==> src/rtl/core/dependency_graph_topological_order_defines.svh <==
// assertion macros shared by the topological order rtl
// no dependencies; expects clk and rst in the including scope
`ifndef DEPENDENCY_GRAPH_TOPOLOGICAL_ORDER_DEFINES_SVH
`define DEPENDENCY_GRAPH_TOPOLOGICAL_ORDER_DEFINES_SVH

// same-cycle implication, disabled during reset
`define DGTO_ASSERT_NOW(lbl, ante, cons, msg) \
  lbl: assert property (@(posedge clk) disable iff (rst) (ante) |-> (cons)) else $error(msg);

// next-cycle implication, disabled during reset
`define DGTO_ASSERT_NEXT(lbl, ante, cons, msg) \
  lbl: assert property (@(posedge clk) disable iff (rst) (ante) |=> (cons)) else $error(msg);

`endif

==> src/rtl/core/dgto_pkg.sv <==
// shared types for the topological order block: commands, status codes,
// controller states and the controller/datapath command and status bundles
`timescale 1ns / 1ps

package dgto_pkg;

  localparam int KEY_W = 16;

  typedef enum logic [1:0] {
    CMD_ADD_NODE = 2'd0,
    CMD_ADD_EDGE = 2'd1,
    CMD_TAKE     = 2'd2,
    CMD_CLEAR    = 2'd3
  } cmd_t;

  typedef enum logic [1:0] {
    ST_OK      = 2'd0,
    ST_FULL    = 2'd1,
    ST_UNKNOWN = 2'd2,
    ST_NONE    = 2'd3
  } status_t;

  typedef enum logic [3:0] {
    S_IDLE,
    S_DISPATCH,
    S_LOOKUP,
    S_EDGE_APPEND,
    S_EDGE_INC,
    S_READY_SCAN,
    S_EDGE_SCAN,
    S_MARK,
    S_RESPOND
  } ctrl_state_t;

  // controller to datapath
  typedef struct packed {
    logic    accept;
    logic    add_node;
    logic    clear;
    logic    scan_start;
    logic    lookup_run;
    logic    edge_append;
    logic    edge_inc;
    logic    ready_run;
    logic    edge_run;
    logic    mark;
    logic    res_wr;
    logic    res_found;
    status_t res_status;
    logic    load_out;
  } ctrl_t;

  // datapath to controller
  typedef struct packed {
    cmd_t cmd;
    logic node_full;
    logic edge_full;
    logic lookup_done;
    logic src_hit;
    logic tgt_hit;
    logic ready_done;
    logic ready_hit;
    logic edge_done;
    logic out_free;
  } stat_t;

endpackage

==> src/rtl/core/dgto_ctrl.sv <==
// controller state machine sequencing each command through the datapath
// uses dgto_pkg
`timescale 1ns / 1ps

module dgto_ctrl (
  input  logic            clk,
  input  logic            rst,
  input  logic            in_valid,
  output logic            in_stall,
  input  dgto_pkg::stat_t stat,
  output dgto_pkg::ctrl_t ctrl
);

  dgto_pkg::ctrl_state_t state;
  dgto_pkg::ctrl_state_t state_next;

  always_ff @(posedge clk) begin
    if (rst) begin
      state <= dgto_pkg::S_IDLE;
    end else begin
      state <= state_next;
    end
  end

  assign in_stall = (state != dgto_pkg::S_IDLE);

  always_comb begin
    state_next      = state;
    ctrl            = '0;
    ctrl.res_status = dgto_pkg::ST_OK;
    unique case (state)
      dgto_pkg::S_IDLE: begin
        if (in_valid) begin
          ctrl.accept = 1'b1;
          state_next  = dgto_pkg::S_DISPATCH;
        end
      end
      dgto_pkg::S_DISPATCH: begin
        unique case (stat.cmd)
          dgto_pkg::CMD_ADD_NODE: begin
            ctrl.add_node   = 1'b1;
            ctrl.res_wr     = 1'b1;
            ctrl.res_status = stat.node_full ? dgto_pkg::ST_FULL : dgto_pkg::ST_OK;
            state_next      = dgto_pkg::S_RESPOND;
          end
          dgto_pkg::CMD_ADD_EDGE: begin
            ctrl.scan_start = 1'b1;
            state_next      = dgto_pkg::S_LOOKUP;
          end
          dgto_pkg::CMD_TAKE: begin
            ctrl.scan_start = 1'b1;
            state_next      = dgto_pkg::S_READY_SCAN;
          end
          dgto_pkg::CMD_CLEAR: begin
            ctrl.clear  = 1'b1;
            ctrl.res_wr = 1'b1;
            state_next  = dgto_pkg::S_RESPOND;
          end
          default: state_next = dgto_pkg::S_RESPOND;
        endcase
      end
      dgto_pkg::S_LOOKUP: begin
        ctrl.lookup_run = 1'b1;
        if (stat.lookup_done) begin
          // unknown key wins over a full edge table
          if (!(stat.src_hit && stat.tgt_hit)) begin
            ctrl.res_wr     = 1'b1;
            ctrl.res_status = dgto_pkg::ST_UNKNOWN;
            state_next      = dgto_pkg::S_RESPOND;
          end else if (stat.edge_full) begin
            ctrl.res_wr     = 1'b1;
            ctrl.res_status = dgto_pkg::ST_FULL;
            state_next      = dgto_pkg::S_RESPOND;
          end else begin
            state_next = dgto_pkg::S_EDGE_APPEND;
          end
        end
      end
      dgto_pkg::S_EDGE_APPEND: begin
        ctrl.edge_append = 1'b1;
        state_next       = dgto_pkg::S_EDGE_INC;
      end
      dgto_pkg::S_EDGE_INC: begin
        ctrl.edge_inc = 1'b1;
        ctrl.res_wr   = 1'b1;
        state_next    = dgto_pkg::S_RESPOND;
      end
      dgto_pkg::S_READY_SCAN: begin
        ctrl.ready_run = 1'b1;
        if (stat.ready_done) begin
          if (stat.ready_hit) begin
            state_next = dgto_pkg::S_EDGE_SCAN;
          end else begin
            ctrl.res_wr     = 1'b1;
            ctrl.res_status = dgto_pkg::ST_NONE;
            state_next      = dgto_pkg::S_RESPOND;
          end
        end
      end
      dgto_pkg::S_EDGE_SCAN: begin
        ctrl.edge_run = 1'b1;
        if (stat.edge_done) begin
          state_next = dgto_pkg::S_MARK;
        end
      end
      dgto_pkg::S_MARK: begin
        ctrl.mark      = 1'b1;
        ctrl.res_wr    = 1'b1;
        ctrl.res_found = 1'b1;
        state_next     = dgto_pkg::S_RESPOND;
      end
      dgto_pkg::S_RESPOND: begin
        if (stat.out_free) begin
          ctrl.load_out = 1'b1;
          state_next    = dgto_pkg::S_IDLE;
        end
      end
      default: state_next = dgto_pkg::S_IDLE;
    endcase
  end

endmodule
==> config.mk <==
export PLATFORM = sky130hd
export DESIGN_NAME = dgto_ctrl
export DESIGN_NICKNAME = d
export VERILOG_FILES = /design/src/rtl/core/dependency_graph_topological_order_defines.svh /design/src/rtl/core/dgto_pkg.sv /design/src/rtl/core/dgto_ctrl.sv
export SDC_FILE = /design/constraint.sdc
export NUM_CORES = 1
export LEC_CHECK = 0
export ABC_AREA = 1
export BUFFER_PORTS_ARGS = -buffer_cell sky130_fd_sc_hd__buf_2
export CAP_MARGIN = 40
export CORE_AREA = 2 2 39 41
export CTS_BUF_LIST = sky130_fd_sc_hd__clkbuf_16
export CTS_CLUSTER_DIAMETER = 200
export CTS_CLUSTER_SIZE = 30
export DETAILED_ROUTE_END_ITERATION = 7
export DIE_AREA = 0 0 41 43
export PLACE_DENSITY = 0.75
export SLEW_MARGIN = 0
export SYNTH_ARGS = -nofsm -noshare
export SYNTH_HDL_FRONTEND = slang
export SYNTH_SLANG_ARGS = --single-unit
==> constraint.sdc <==
create_clock -name clk -period 3 [get_ports clk]
set_input_delay 0.6 -clock clk [delete_from_list [all_inputs] [get_ports clk]]
set_output_delay 0.6 -clock clk [all_outputs]
set_load 0.03 [all_outputs]
==> results.md <==
* Outcome: completed
* Yosys cell types at 16
* Vias in the first global route at ~610
* IO buf count at 29
* DRT Pass-1 Iters at 4
* Placed insts at 143
* Fill cells at 139
* Dpl hpwl at 1.08 mm
* Final wirelength at 1.32 mm
* Total track usage at 0.180
* GR Overflow Total at 0
* Synth top area cells: dfxtp_1 (14%), inv_1 (14%), nand2_1 (14%)
* Max reg flops at 4
* VDD IR max at 801 uV
* Layout cells sized above 1 at 0.377
* Die H at roughly 43 um
* Largest net degree at the start of global routing at 9
* Commonest cells after routing, fill and taps aside: buf_2 (29), inv_1 (20), nand2_1 (20)
* Synth Area per Inst at ~5.6 um^2
* Clk buf depth at 2
* Crit-path slowest cell: ha_1
* Ports at 30
* Most used cell, CP: buf_2
* Setup TNS at 0 ns
* R2R Path Start: state[1]
* Hold Fails Final Rpt at 0
* Max-cap viol count at 0
* Syn Nets at 117
* Num CTS Buffers at 3
* Crit path from: stat[9]
* Hold Buf Count CTS at 0
* Syn. warnings at 0
* Seq cells post-synth at 4
* Initial drt markers at 21
* Die Wd at 41 um
* GPL Wtd Cong at 0.807
* Fin. max-slew vios at 0
* Area leader, netlist: dfxtp_1
* Residual DRC at 0
* Dpl ws at approximately 0.86 ns
* # rows at 14
* Worst Setup Start Kind: input port
* Number of H-tree levels at 1
* Sequential share of the synthesized area at 0.144
* Top flop regs: state (4)
* Later-pin clock latency in the skew report at 0.22 ns
* RSZ-0062 raised after global routing: false
* CTS tree: yes
* Hold Path Class: flip-flop to flip-flop
* Critical Path AT at approximately 1.5 ns
* Setup WS post-layout at approximately 0.87 ns
* Share of the synthesized area in the top cell type at 0.144
* Post_cts resized at 0
* Die area at 1760 um^2
* Via/cell ratio at 4.63
* PD cells at ~1000 nW/um^2
* Most flops, register: state
* Tcrit/Tclk final at 0.711
* Clock Skews at 0.00367 ns
* Placed instance area at 712 um^2
* Initial Util at 0.401
* WS Path Type: input port to primary output
* Initial antenna violation count at 0
* Post-CTS Setup Inserts at 0
* Cells after Synth at 99
* Req. time, crit path at 2.40 ns
* Hold Startpoint: state[2]
* Routed WL per cell at 9.03 um
* Layout Cells excl Fill at 146
* Cell chain of the critical path: buf_2 -> inv_1 -> ha_1 -> nor2_1 -> a21oi_1 -> nand2_1 -> buf_2
* Core area at approximately 1400 um^2
* Nets at 150
* CTS Sinks at 4
* Crit-path max FO at 3
* Minimum clock period at 2.13 ns
* Root Driver: clkbuf_16
* Most common cell after layout, fill and taps aside: buf_2
* CP top delay family: buffers and inverters
* Via count at a little under 700
* R2R Setup Slk at 1.71 ns
* Finish-stage setup viols at 0
* Max-slew headroom at 0.828
* Area growth syn-to-layout at 42.0%
* Clock slew at the register clock pins of the worst setup and hold paths at roughly 0.030 ns
* Maximum clock frequency at about 470 MHz
* Diode count at 0
* Pleak at 0.537 nW
* CP bufs+invs at 3
* Largest stage delay, worst path at approximately 0.30 ns
* Worst-Margin Slew at roughly 0.26 ns
* Post-route ant nets at 0
* Synthesized cell area at 554 um^2
* Final instance area at 787 um^2
* First-pass GRT wire length at between 2 and 2.5 mm
* Crit. End Element: primary output
synth_stat cells, drive strengths merged:
| library cell | count |
|---|---|
| a21oi | 3 |
| buf | 1 |
| dfxtp | 4 |
| ha | 4 |
| inv | 24 |
| nand2 | 22 |
| nand3 | 11 |
| nand4 | 2 |
| nor2 | 26 |
| o21ai | 1 |
| o31ai | 1 |
tightest hold or removal path, cell delays in order (launching register included):
cell	delay, ns
dfxtp_1	0.34
nor2_1	0.14
nor2_2	0.05
layout make-up:
class | instances | area, um^2 | area share
Tap cell | 16 | 20.0 | 0.0254
Inverter | 24 | 90.1 | 0.114
Sequential cell | 4 | 80.1 | 0.102
Clock buffer | 3 | 75.1 | 0.0954
Multi-Input combinational cell | 70 | 377 | 0.479
Timing Repair Buffer | 29 | 145 | 0.184
routing by layer:
| layer | wire [um] | GRT usage | share of wire | vias up |
|---|---|---|---|---|
| met5 | 0 | 0 | 0 | - |
| met4 | 0 | 0.0200 | 0 | 0 |
| met3 | 85 | 0.0471 | 0.064 | 0 |
| met2 | 724 | 0.331 | 0.55 | 21 |
| met1 | 509 | 0.196 | 0.39 | 299 |
| li1 | - | - | - | 356 |
worst paths after layout:
path | endpoint | cells past startpoint
max | ctrl[4] | 7
min | state[2] | 2
max reg2reg | state[0] | 7
min reg2reg | state[2] | 2
report_power, final:
group	internal, W	leakage, nW	switching (W)
combinational	0.000146	0.467	0.000345
sequential	0.0000765	0.0330	0.0000391
clock	0.000170	0.0370	0.0000345
total	0.000393	0.537	0.000418
stage by stage:
| step | hold WS, ns | power [W] | util |
|---|---|---|---|
| after floorplan | 0.539 | 0.000494 | - |
| after global placement | 0.559 | 0.000599 | 0.514 |
| after detailed placement | 0.555 | 0.000605 | 0.514 |
| after CTS | 0.573 | 0.000819 | 0.569 |
| after global routing | 0.577 | 0.000877 | 0.569 |
| final | 0.575 | 0.000811 | 0.569 |
kinds of logic after synthesis:
| family | Yosys count | share of synthesized area |
|---|---|---|
| AND/OR/NAND/NOR | 61 | 0.533 |
| AO/OA/AOI/OAI | 5 | 0.0564 |
| buffers and inverters | 25 | 0.176 |
| adder cells (fa/ha/maj) | 4 | 0.0903 |
| flip-flops | 4 | 0.144 |
Power figures use the tool's default switching activity.
